## src/sv/lssa_pkg.sv

```systemverilog
package lssa_pkg;

  localparam int LED_COUNT = 32;

  localparam int PIX_W  = 6;
  localparam int COL_W  = 8;
  localparam int TIME_W = 32;
  localparam int STEP_W = 10;
  localparam int PER_W  = 14;
  localparam int PROG_W = 8;
  localparam int PC_W   = 7;
  localparam int LIT_W  = 7;
  localparam int DIV_W  = 17;
  localparam int MULB_W = 15;
  localparam int PROD_W = COL_W + MULB_W;
  localparam int LITP_W = 26;
  localparam int IN_W   = 48;
  localparam int OUT_W  = 24;
  localparam int ADDR_W = 5;
  localparam int DATA_W = 32;

  localparam int PCT_SHIFT = 19;

  localparam logic [PC_W-1:0]   PROG_MAX  = PC_W'(100);
  localparam logic [LITP_W-1:0] PCT_SCALE = LITP_W'(LED_COUNT * 5243);
  localparam logic [PIX_W-1:0]  LAST_PIX  = PIX_W'(LED_COUNT - 1);
  localparam logic [COL_W-1:0]  COL_MAX   = '1;

  typedef enum logic [2:0] {
    REG_FILL_STEP  = 3'd0,
    REG_EMPTY_STEP = 3'd1,
    REG_BLINK      = 3'd2,
    REG_PEAK_RED   = 3'd3,
    REG_ORANGE_RED = 3'd4,
    REG_ORANGE_GRN = 3'd5,
    REG_READY_GRN  = 3'd6
  } reg_e;

  typedef enum logic [1:0] {
    LOC_IDLE  = 2'd0,
    LOC_RUN   = 2'd1,
    LOC_READY = 2'd2,
    LOC_DONE  = 2'd3
  } loc_e;

  typedef enum logic [1:0] {
    ST_IDLE,
    ST_LAUNCH,
    ST_WAIT,
    ST_OUT
  } state_e;

  typedef enum logic [2:0] {
    OP_PH,
    OP_K,
    OP_FADE,
    OP_M,
    OP_RED,
    OP_GRN
  } op_e;

  typedef struct packed {
    logic [STEP_W-1:0] fill_step;
    logic [STEP_W-1:0] empty_step;
    logic [PER_W-1:0]  blink_period;
    logic [COL_W-1:0]  peak_red;
    logic [COL_W-1:0]  orange_red;
    logic [COL_W-1:0]  orange_green;
    logic [COL_W-1:0]  ready_green;
  } cfg_t;

  typedef struct packed {
    logic              start;
    logic [TIME_W-1:0] dividend;
    logic [DIV_W-1:0]  divisor;
  } div_req_t;

  typedef struct packed {
    logic              done;
    logic [TIME_W-1:0] quot;
    logic [DIV_W-1:0]  rem;
  } div_rsp_t;

endpackage

```

## src/sv/lssa_div.sv

```systemverilog
module lssa_div (
  input  logic              clk_i,
  input  logic              rst_ni,
  input  lssa_pkg::div_req_t req_i,
  output lssa_pkg::div_rsp_t rsp_o
);
  import lssa_pkg::*;

  localparam int CNT_W = $clog2(TIME_W);
  localparam logic [CNT_W-1:0] CNT_LAST = CNT_W'(TIME_W - 1);

  logic              busy_q, busy_d;
  logic              done_q, done_d;
  logic [CNT_W-1:0]  cnt_q, cnt_d;
  logic [TIME_W-1:0] dq_q, dq_d;
  logic [DIV_W-1:0]  div_q, div_d;
  logic [DIV_W-1:0]  rem_q, rem_d;
  logic [DIV_W:0]    trial;
  logic [DIV_W:0]    diff;
  logic              ge;

  assign trial = {rem_q, dq_q[TIME_W-1]};
  assign diff  = trial - {1'b0, div_q};
  assign ge    = trial >= {1'b0, div_q};

  always_comb begin
    busy_d = busy_q;
    done_d = 1'b0;
    cnt_d  = cnt_q;
    dq_d   = dq_q;
    div_d  = div_q;
    rem_d  = rem_q;
    if (req_i.start) begin
      busy_d = 1'b1;
      cnt_d  = '0;
      dq_d   = req_i.dividend;
      div_d  = req_i.divisor;
      rem_d  = '0;
    end else if (busy_q) begin
      rem_d = ge ? diff[DIV_W-1:0] : trial[DIV_W-1:0];
      dq_d  = {dq_q[TIME_W-2:0], ge};
      cnt_d = cnt_q + CNT_W'(1);
      if (cnt_q == CNT_LAST) begin
        busy_d = 1'b0;
        done_d = 1'b1;
      end
    end
  end

  always_ff @(posedge clk_i or negedge rst_ni) begin
    if (!rst_ni) begin
      busy_q <= 1'b0;
      done_q <= 1'b0;
      cnt_q  <= '0;
    end else begin
      busy_q <= busy_d;
      done_q <= done_d;
      cnt_q  <= cnt_d;
    end
  end

  always_ff @(posedge clk_i) begin
    dq_q  <= dq_d;
    div_q <= div_d;
    rem_q <= rem_d;
  end

  assign rsp_o.done = done_q;
  assign rsp_o.quot = dq_q;
  assign rsp_o.rem  = rem_q;

endmodule

```

## src/sv/lssa_regs.sv

```systemverilog
module lssa_regs (
  input  logic                          clk_i,
  input  logic                          rst_ni,
  input  logic                          psel,
  input  logic                          penable,
  input  logic                          pwrite,
  input  logic [lssa_pkg::ADDR_W-1:0]   paddr,
  input  logic [lssa_pkg::DATA_W-1:0]   pwdata,
  output logic [lssa_pkg::DATA_W-1:0]   prdata,
  output logic                          pready,
  output lssa_pkg::cfg_t                cfg_o
);
  import lssa_pkg::*;

  cfg_t cfg_q, cfg_d;
  reg_e idx;
  logic wr;

  assign pready = 1'b1;
  assign idx    = reg_e'(paddr[ADDR_W-1:2]);
  assign wr     = psel & penable & pwrite & pready;

  always_comb begin
    cfg_d = cfg_q;
    if (wr) begin
      unique case (idx)
        REG_FILL_STEP:  cfg_d.fill_step    = pwdata[STEP_W-1:0];
        REG_EMPTY_STEP: cfg_d.empty_step   = pwdata[STEP_W-1:0];
        REG_BLINK:      cfg_d.blink_period = pwdata[PER_W-1:0];
        REG_PEAK_RED:   cfg_d.peak_red     = pwdata[COL_W-1:0];
        REG_ORANGE_RED: cfg_d.orange_red   = pwdata[COL_W-1:0];
        REG_ORANGE_GRN: cfg_d.orange_green = pwdata[COL_W-1:0];
        REG_READY_GRN:  cfg_d.ready_green  = pwdata[COL_W-1:0];
        default: ;
      endcase
    end
  end

  always_comb begin
    unique case (idx)
      REG_FILL_STEP:  prdata = DATA_W'(cfg_q.fill_step);
      REG_EMPTY_STEP: prdata = DATA_W'(cfg_q.empty_step);
      REG_BLINK:      prdata = DATA_W'(cfg_q.blink_period);
      REG_PEAK_RED:   prdata = DATA_W'(cfg_q.peak_red);
      REG_ORANGE_RED: prdata = DATA_W'(cfg_q.orange_red);
      REG_ORANGE_GRN: prdata = DATA_W'(cfg_q.orange_green);
      REG_READY_GRN:  prdata = DATA_W'(cfg_q.ready_green);
      default:        prdata = '0;
    endcase
  end

  always_ff @(posedge clk_i or negedge rst_ni) begin
    if (!rst_ni) begin
      cfg_q.fill_step    <= STEP_W'(20);
      cfg_q.empty_step   <= STEP_W'(20);
      cfg_q.blink_period <= PER_W'(500);
      cfg_q.peak_red     <= COL_W'(255);
      cfg_q.orange_red   <= COL_W'(255);
      cfg_q.orange_green <= COL_W'(70);
      cfg_q.ready_green  <= COL_W'(180);
    end else begin
      cfg_q <= cfg_d;
    end
  end

  assign cfg_o = cfg_q;

endmodule

```

## src/sv/led_strip_status_animator_top.sv

```systemverilog
// Channel   | Direction | Contents
// s_axis    | in        | one frame request: time_ms, estop, loc_state, progress
// m_axis    | out       | LED_COUNT pixel results per request, tlast on the final pixel
// apb       | in        | register writes and reads, byte address 4*index
// One shared restoring divider, one quotient bit per cycle.
// Emergency frame: 3 divisions, gauge frame: 3, other frames: none.
// Then one pixel a cycle is sent while m_axis_tready is high.
// s_axis_tready is high only between frames; m_axis stalls hold the current pixel.
// rst_ni clears the sequencer, the stop tracking and loads the register defaults.
module led_strip_status_animator_top (
  input  logic                          clk_i,
  input  logic                          rst_ni,
  input  logic                          s_axis_tvalid,
  output logic                          s_axis_tready,
  // [31:0] time_ms, [32] estop, [34:33] loc_state, [42:35] progress, [47:43] zero
  input  logic [lssa_pkg::IN_W-1:0]     s_axis_tdata,
  output logic                          m_axis_tvalid,
  input  logic                          m_axis_tready,
  // [5:0] pixel_index, [13:6] red, [21:14] green, [23:22] zero
  output logic [lssa_pkg::OUT_W-1:0]    m_axis_tdata,
  output logic                          m_axis_tlast,
  input  logic                          psel,
  input  logic                          penable,
  input  logic                          pwrite,
  input  logic [lssa_pkg::ADDR_W-1:0]   paddr,
  input  logic [lssa_pkg::DATA_W-1:0]   pwdata,
  output logic [lssa_pkg::DATA_W-1:0]   prdata,
  output logic                          pready
);
  import lssa_pkg::*;

  cfg_t     cfg;
  div_req_t dreq;
  div_rsp_t drsp;

  state_e state_q, state_d;
  op_e    op_q, op_d;

  logic              seen_q, seen_d;
  logic [TIME_W-1:0] start_q, start_d;
  logic [TIME_W-1:0] t_q, t_d;
  logic [TIME_W-1:0] e_q, e_d;
  logic              estop_q, estop_d;
  loc_e              ls_q, ls_d;
  logic [DIV_W-1:0]  ph_q, ph_d;
  logic              fill_q, fill_d;
  logic [PIX_W-1:0]  k_q, k_d;
  logic [STEP_W-1:0] r_q, r_d;
  logic [COL_W-1:0]  fade_q, fade_d;
  logic [PER_W-1:0]  m_q, m_d;
  logic [COL_W-1:0]  rr_q, rr_d;
  logic [COL_W-1:0]  gg_q, gg_d;
  logic [LIT_W-1:0]  lit_q, lit_d;
  logic [PIX_W-1:0]  pix_q, pix_d;

  logic [TIME_W-1:0] in_time;
  logic              in_estop;
  loc_e              in_ls;
  logic [PROG_W-1:0] in_prog;
  logic              s_acc, m_acc, last;

  logic [STEP_W-1:0] fs, es;
  logic [PER_W-1:0]  per, half, delta;
  logic [DIV_W-1:0]  ftot, ctot, knum;
  logic              fill_c;
  logic [MULB_W-1:0] hd;
  logic [DIV_W-1:0]  h4;
  logic [COL_W-1:0]  mul_a;
  logic [MULB_W-1:0] mul_b;
  logic [PROD_W-1:0] prod;
  logic [COL_W-1:0]  qsat;
  logic [COL_W-1:0]  pix_red, pix_grn;
  logic [PC_W-1:0]   pc_c;
  logic [LITP_W-1:0] lit_prod;

  lssa_regs u_regs (
    .clk_i   (clk_i),
    .rst_ni  (rst_ni),
    .psel    (psel),
    .penable (penable),
    .pwrite  (pwrite),
    .paddr   (paddr),
    .pwdata  (pwdata),
    .prdata  (prdata),
    .pready  (pready),
    .cfg_o   (cfg)
  );

  lssa_div u_div (
    .clk_i  (clk_i),
    .rst_ni (rst_ni),
    .req_i  (dreq),
    .rsp_o  (drsp)
  );

  assign in_time  = s_axis_tdata[31:0];
  assign in_estop = s_axis_tdata[32];
  assign in_ls    = loc_e'(s_axis_tdata[34:33]);
  assign in_prog  = s_axis_tdata[42:35];

  assign s_acc = s_axis_tvalid & s_axis_tready;
  assign m_acc = m_axis_tvalid & m_axis_tready;
  assign last  = pix_q == LAST_PIX;

  assign fs    = (cfg.fill_step == '0) ? STEP_W'(1) : cfg.fill_step;
  assign es    = (cfg.empty_step == '0) ? STEP_W'(1) : cfg.empty_step;
  assign per   = (cfg.blink_period < PER_W'(2)) ? PER_W'(2) : cfg.blink_period;
  assign half  = {1'b0, per[PER_W-1:1]};
  assign delta = (m_q < half) ? m_q : per - m_q;
  assign hd    = MULB_W'(half) + MULB_W'(delta) + MULB_W'({delta, 1'b0});
  assign h4    = DIV_W'({half, 2'b00});

  assign ftot   = DIV_W'(fs * LED_COUNT);
  assign ctot   = DIV_W'(({1'b0, fs} + {1'b0, es}) * LED_COUNT);
  assign fill_c = ph_q < ftot;
  assign knum   = fill_c ? ph_q : ph_q - ftot;

  assign pc_c     = (in_prog > PROG_W'(PROG_MAX)) ? PROG_MAX : in_prog[PC_W-1:0];
  assign lit_prod = LITP_W'(pc_c) * PCT_SCALE;

  // multiplier operands; the product is registered in the divider
  always_comb begin
    unique case (op_q)
      OP_FADE: begin
        mul_a = cfg.peak_red;
        mul_b = fill_q ? MULB_W'(r_q) : MULB_W'(es - r_q);
      end
      OP_RED: begin
        mul_a = cfg.orange_red;
        mul_b = hd;
      end
      OP_GRN: begin
        mul_a = cfg.orange_green;
        mul_b = hd;
      end
      default: begin
        mul_a = '0;
        mul_b = '0;
      end
    endcase
  end

  assign prod = PROD_W'(mul_a) * PROD_W'(mul_b);

  always_comb begin
    dreq.start = state_q == ST_LAUNCH;
    unique case (op_q)
      OP_PH: begin
        dreq.dividend = e_q;
        dreq.divisor  = ctot;
      end
      OP_K: begin
        dreq.dividend = TIME_W'(knum);
        dreq.divisor  = fill_c ? DIV_W'(fs) : DIV_W'(es);
      end
      OP_FADE: begin
        dreq.dividend = TIME_W'(prod);
        dreq.divisor  = fill_q ? DIV_W'(fs) : DIV_W'(es);
      end
      OP_M: begin
        dreq.dividend = t_q;
        dreq.divisor  = DIV_W'(per);
      end
      OP_RED, OP_GRN: begin
        dreq.dividend = TIME_W'(prod);
        dreq.divisor  = h4;
      end
      default: begin
        dreq.dividend = '0;
        dreq.divisor  = '0;
      end
    endcase
  end

  assign qsat = (drsp.quot[TIME_W-1:COL_W] != '0) ? COL_MAX : drsp.quot[COL_W-1:0];

  // next state
  always_comb begin
    state_d = state_q;
    unique case (state_q)
      ST_IDLE: begin
        if (s_axis_tvalid) begin
          state_d = (in_estop || in_ls == LOC_RUN) ? ST_LAUNCH : ST_OUT;
        end
      end
      ST_LAUNCH: state_d = ST_WAIT;
      ST_WAIT: begin
        if (drsp.done) begin
          state_d = (op_q == OP_FADE || op_q == OP_GRN) ? ST_OUT : ST_LAUNCH;
        end
      end
      ST_OUT: begin
        if (m_axis_tready && last) begin
          state_d = ST_IDLE;
        end
      end
      default: state_d = ST_IDLE;
    endcase
  end

  // outputs
  always_comb begin
    s_axis_tready = state_q == ST_IDLE;
    m_axis_tvalid = state_q == ST_OUT;
  end

  // datapath registers
  always_comb begin
    op_d    = op_q;
    seen_d  = seen_q;
    start_d = start_q;
    t_d     = t_q;
    e_d     = e_q;
    estop_d = estop_q;
    ls_d    = ls_q;
    ph_d    = ph_q;
    fill_d  = fill_q;
    k_d     = k_q;
    r_d     = r_q;
    fade_d  = fade_q;
    m_d     = m_q;
    rr_d    = rr_q;
    gg_d    = gg_q;
    lit_d   = lit_q;
    pix_d   = pix_q;
    if (s_acc) begin
      t_d     = in_time;
      estop_d = in_estop;
      ls_d    = in_ls;
      lit_d   = lit_prod[PCT_SHIFT +: LIT_W];
      pix_d   = '0;
      e_d     = in_time - start_q;
      op_d    = in_estop ? OP_PH : OP_M;
      if (in_estop) begin
        if (!seen_q) begin
          start_d = in_time;
          e_d     = '0;
        end
        seen_d = 1'b1;
      end else begin
        seen_d = 1'b0;
      end
    end
    if (state_q == ST_WAIT && drsp.done) begin
      unique case (op_q)
        OP_PH: begin
          ph_d = drsp.rem;
          op_d = OP_K;
        end
        OP_K: begin
          k_d    = drsp.quot[PIX_W-1:0];
          r_d    = drsp.rem[STEP_W-1:0];
          fill_d = fill_c;
          op_d   = OP_FADE;
        end
        OP_FADE: fade_d = drsp.quot[COL_W-1:0];
        OP_M: begin
          m_d  = drsp.rem[PER_W-1:0];
          op_d = OP_RED;
        end
        OP_RED: begin
          rr_d = qsat;
          op_d = OP_GRN;
        end
        OP_GRN: gg_d = qsat;
        default: ;
      endcase
    end
    if (m_acc && !last) begin
      pix_d = pix_q + PIX_W'(1);
    end
  end

  always_comb begin
    pix_red = '0;
    pix_grn = '0;
    if (estop_q) begin
      if (pix_q < k_q) begin
        pix_red = fill_q ? cfg.peak_red : '0;
      end else if (pix_q == k_q) begin
        pix_red = fade_q;
      end else begin
        pix_red = fill_q ? '0 : cfg.peak_red;
      end
    end else begin
      unique case (ls_q)
        LOC_RUN: begin
          if (LIT_W'(pix_q) < lit_q) begin
            pix_red = rr_q;
            pix_grn = gg_q;
          end
        end
        LOC_READY: pix_grn = cfg.ready_green;
        default: ;
      endcase
    end
  end

  assign m_axis_tdata = {2'b00, pix_grn, pix_red, pix_q};
  assign m_axis_tlast = last;

  always_ff @(posedge clk_i or negedge rst_ni) begin
    if (!rst_ni) begin
      state_q <= ST_IDLE;
      op_q    <= OP_PH;
      seen_q  <= 1'b0;
      start_q <= '0;
      pix_q   <= '0;
      estop_q <= 1'b0;
      ls_q    <= LOC_IDLE;
    end else begin
      state_q <= state_d;
      op_q    <= op_d;
      seen_q  <= seen_d;
      start_q <= start_d;
      pix_q   <= pix_d;
      estop_q <= estop_d;
      ls_q    <= ls_d;
    end
  end

  always_ff @(posedge clk_i) begin
    t_q    <= t_d;
    e_q    <= e_d;
    ph_q   <= ph_d;
    fill_q <= fill_d;
    k_q    <= k_d;
    r_q    <= r_d;
    fade_q <= fade_d;
    m_q    <= m_d;
    rr_q   <= rr_d;
    gg_q   <= gg_d;
    lit_q  <= lit_d;
  end

endmodule
```

## config.mk

```make
export PLATFORM = sky130hd
export DESIGN_NAME = led_strip_status_animator_top
export DESIGN_NICKNAME = d
export VERILOG_FILES = /design/src/sv/lssa_pkg.sv /design/src/sv/lssa_div.sv /design/src/sv/lssa_regs.sv /design/src/sv/led_strip_status_animator_top.sv
export SDC_FILE = /design/constraint.sdc
export NUM_CORES = 1
export LEC_CHECK = 0
export BUFFER_PORTS_ARGS = -buffer_cell sky130_fd_sc_hd__buf_2
export CORE_ASPECT_RATIO = 0.75
export CORE_UTILIZATION = 45
export CTS_BUF_LIST = sky130_fd_sc_hd__clkbuf_16
export CTS_CLUSTER_DIAMETER = 50
export DETAILED_ROUTE_END_ITERATION = 7
export GPL_TIMING_DRIVEN = 0
export REMOVE_ABC_BUFFERS = 1
export SLEW_MARGIN = 20
export SYNTH_ARGS = -nofsm -noshare
export SYNTH_HDL_FRONTEND = slang
export SYNTH_SLANG_ARGS = --single-unit
```

## constraint.sdc

```tcl
create_clock -name clk_i -period 8.7 [get_ports clk_i]
set_input_delay 0.435 -clock clk_i [delete_from_list [all_inputs] [get_ports clk_i]]
set_output_delay 0.435 -clock clk_i [all_outputs]
set_load 0.05 [all_outputs]
```

==> run_results.csv <==
group,metric,value,unit
status,status,"finished, violations left",
status,failed_checks,"negative setup slack",
worst_setup_path,worstPathMaxFanout,4,
die,chipWidth,277.9,µm
grt,grt_max_degree,78,
sta,worst_pin_slew,1.068,ns
cts,root_buffer,"clkbuf_16",
yosys,yosysWarnings,0,
worst_setup_path,cp-start-kind,"flop",
yosys,syn_inst,2654,
sta,rsz0062_at_grt,"yes",
cts,cts_max_path_buffers,3,
cells_and_area,nNetsFinal,3219,
routing,ant_nets,0,
routing,vias,20750,
sta,finalCritPeriodShare,1.036,
place,hpwl,58.48,mm
sta,whs,0.05983,ns
place,portBuffers,105,
sta,timing.final.crit_period,9.016,ns
yosys,ys_seq_area_frac,0.3527,
grt,grt_pass1_vias,20080,
grt,grt_pass1_wl,120.2,mm
worst_setup_path,cp-end-kind,"flop",
worst_setup_path,cp.arrival,9.27,ns
worst_hold_path,hold_path_class,"in2reg",
place,finalWeightedCongestion,0.9418,
job,max-cap-violations,0,
routing,wl_per_cell,22.12,µm
sta,fin_skew,0.03995,ns
routing,avgViaCountPerCell,5.842,
place,dp_slack,-1.601,ns
sta,maxSlewViolCount,0,
cells_and_area,final_cells,3552,
grt,grt.overflow.total,0,
worst_setup_path,critPathKind,"reg2reg",
grt,antenna_found_initial,2,
sta,postLayoutSetupSlackWorst,-0.3155,ns
yosys,synth-main-ff-cell,"edfxtp_1",
die,io_pins,152,
yosys,synth_most_common_cell,"inv_1",
yosys,synthArstFlopShare,0.3650,
sta,max_freq,110.9,MHz
yosys,synth_edf_count,190,
cells_and_area,area_growth,16.57,%
worst_setup_path,required,8.96,ns
routing,drt-total-wl,78.58,mm
cts,worstSkewPairLatency,0.58,ns
grt,grt_usage,0.2691,
yosys,ys_ff_latch,326,
die,die_area,58080,µm²
worst_setup_path,crit_path_max_incr_delay,0.59,ns
yosys,synth_top_area_cell,"edfxtp_1",
yosys,yosysUniqueCellTypes,89,
sta,finalHoldViolCount,0,
die,die_y,209.0,µm
cts,cts_tree,"yes",
routing,dr.first_iter.drc_count,2246,
yosys,synth.area.top_cells,"edfxtp_1, ha_1, fa_1",
power,p_per_area,301.6,nW/µm²
cts,clkSlewWorstSetupHoldPaths,0.06,ns
cells_and_area,design_area,29960,µm²
power,p_leak,13.15,nW
die,num_rows,75,
cts,cts_inserted_buffers,40,
power,vdd_drop_max,0.0001808,V
sta,setup_viol,9,
yosys,ys_top_cells_by_count,"inv_1, nor2_1, ha_1",
cts,clock_sinks,326,
die,initial_core_util,0.4572,
die,fp.coreArea,56210,µm²
place,place_inst,3389,
place,place_area,26970,µm²
routing,drc_errors,0,
yosys,syn_area_per_cell,9.683,µm²
worst_setup_path,cp_top_family,"adder cells",
worst_setup_path,critPathBufInv,5,
cts,ctsHtreeMaxLevel,2,
yosys,mappedNetlistArea,25700,µm²
yosys,yosysTopAreaCellShare,0.2220,
cells_and_area,final_layout_size_suffix_gt1_frac,0.2292,
worst_setup_path,slowest_stage,"dfstp_2",
sta,slew_headroom,0.2865,
routing,firstDrtPassIters,6,
## layer usage
metal  GRT usage  wire length (µm)  vias up
met5           0                 0        -
met4     0.05830              1762        0
met3     0.05713              7002      112
met2      0.3896             32920      804
met1      0.4091             36890    10250
li1            -                 -     9588
## path summary, 6_finish.rpt
| kind | startpoint | slack [ns] | end | cells past startpoint |
|---|---|---|---|---|
| worst max-delay path | u_regs.cfg_o[39]$_DFFE_PN1P_ | -0.32 | u_div.dq_q[21]$_DFFE_PP_ | 38 |
| worst min-delay path | pwdata[10] | 0.06 | u_regs.cfg_o[42]$_DFFE_PN0P_ | 3 |
| worst max register to register | u_regs.cfg_o[39]$_DFFE_PN1P_ | -0.32 | u_div.dq_q[21]$_DFFE_PP_ | 38 |
| worst min register to register | start_q[0]$_DFFE_PN0P_ | 0.50 | start_q[0]$_DFFE_PN0P_ | 2 |
| max in group asynchronous | rst_ni | 7.56 | u_regs.cfg_o[17]$_DFFE_PN1P_ | 3 |
| min in group asynchronous | rst_ni | 0.41 | start_q[14]$_DFFE_PN0P_ | 2 |
## what timing repair did
action / 4_1_cts / 5_1_grt
setup buffers: 69 / 15
hold buffers: 1 / 0
pin swaps: 112 / 44
cloned: 1 / 0
endpoints found under the hold margin: 53 / 0
resized for setup: 148 / 60
endpoints found under the setup margin: 17 / 16
## state kept, by name, summed over array words and instances (netlist names), 10 cells and up
| signal | flops |
|---|---|
| u_div.rem_q | 17 |
| e_q | 32 |
| u_div.div_q | 16 |
| u_regs.cfg_o | 66 |
| start_q | 32 |
| r_q | 10 |
| u_div.dq_q | 32 |
| m_q | 14 |
| ph_q | 17 |
| t_q | 32 |
## area by class of cell
cell class | instances | area (µm²)
timing repair buffer | 211 | 1520
tap | 731 | 914.6
multi-input combinational | 1910 | 15930
inverter | 298 | 1135
clock buffer | 42 | 1051
antenna | 2 | 5.005
sequential | 326 | 9072
clock inverter | 32 | 324.1
fill | 4963 | 26250
## cells by family after synthesis
| family | after synthesis | synth area share |
|---|---|---|
| flops | 326 | 0.3527 |
| mux | 155 | 0.06622 |
| buf+inv | 438 | 0.06797 |
| simple gates | 675 | 0.1221 |
| xor+xnor | 93 | 0.03170 |
| compound gates | 625 | 0.1602 |
| other cells | 2 | 0.0002922 |
| fa+ha+maj | 340 | 0.1988 |
## stage by stage
stage	util	TNS, ns	total power (W)
6_report	0.5329	-1.517	0.009034
5_1_grt	0.5329	-5.481	0.009584
4_1_cts	0.5256	-0.2167	0.008860
3_5_place_dp	0.4798	-20.34	0.006585
3_3_place_gp	0.4729	-23.86	0.006434
2_1_floorplan	-	-1.632	0.005271
## worst register-to-register path, delay by kind of cell, from the launching register on
family	cells	cell delay, ns
AO/OA/AOI/OAI	10	1.68
XOR/XNOR	3	0.62
adder cells (fa/ha/maj)	9	3.60
buffers and inverters	5	0.30
flip-flops	1	0.59
multiplexers	1	0.12
AND/OR/NAND/NOR	10	1.79
## where the power goes
group / leakage [nW] / internal [W] / switching, W
Clock: 0.710 / 0.00104 / 0.000704
Sequential: 3.27 / 0.00209 / 0.000470
Combinational: 9.17 / 0.00197 / 0.00277
Total: 13.2 / 0.00509 / 0.00394
## cells in the final DEF, fill, tap and decap left out, drive strengths merged, types with 49 or more instances in the layout
cell type and count:
xnor2 61, buf 210, nand2 164, dfrtp 86
a21oi 163, mux2i 53, a21o 49, nor2 239
inv 308, o21ai 152, ha 226, fa 114
nor3 53, edfxtp 190, mux2 100
(Power assumes the default switching activity.)
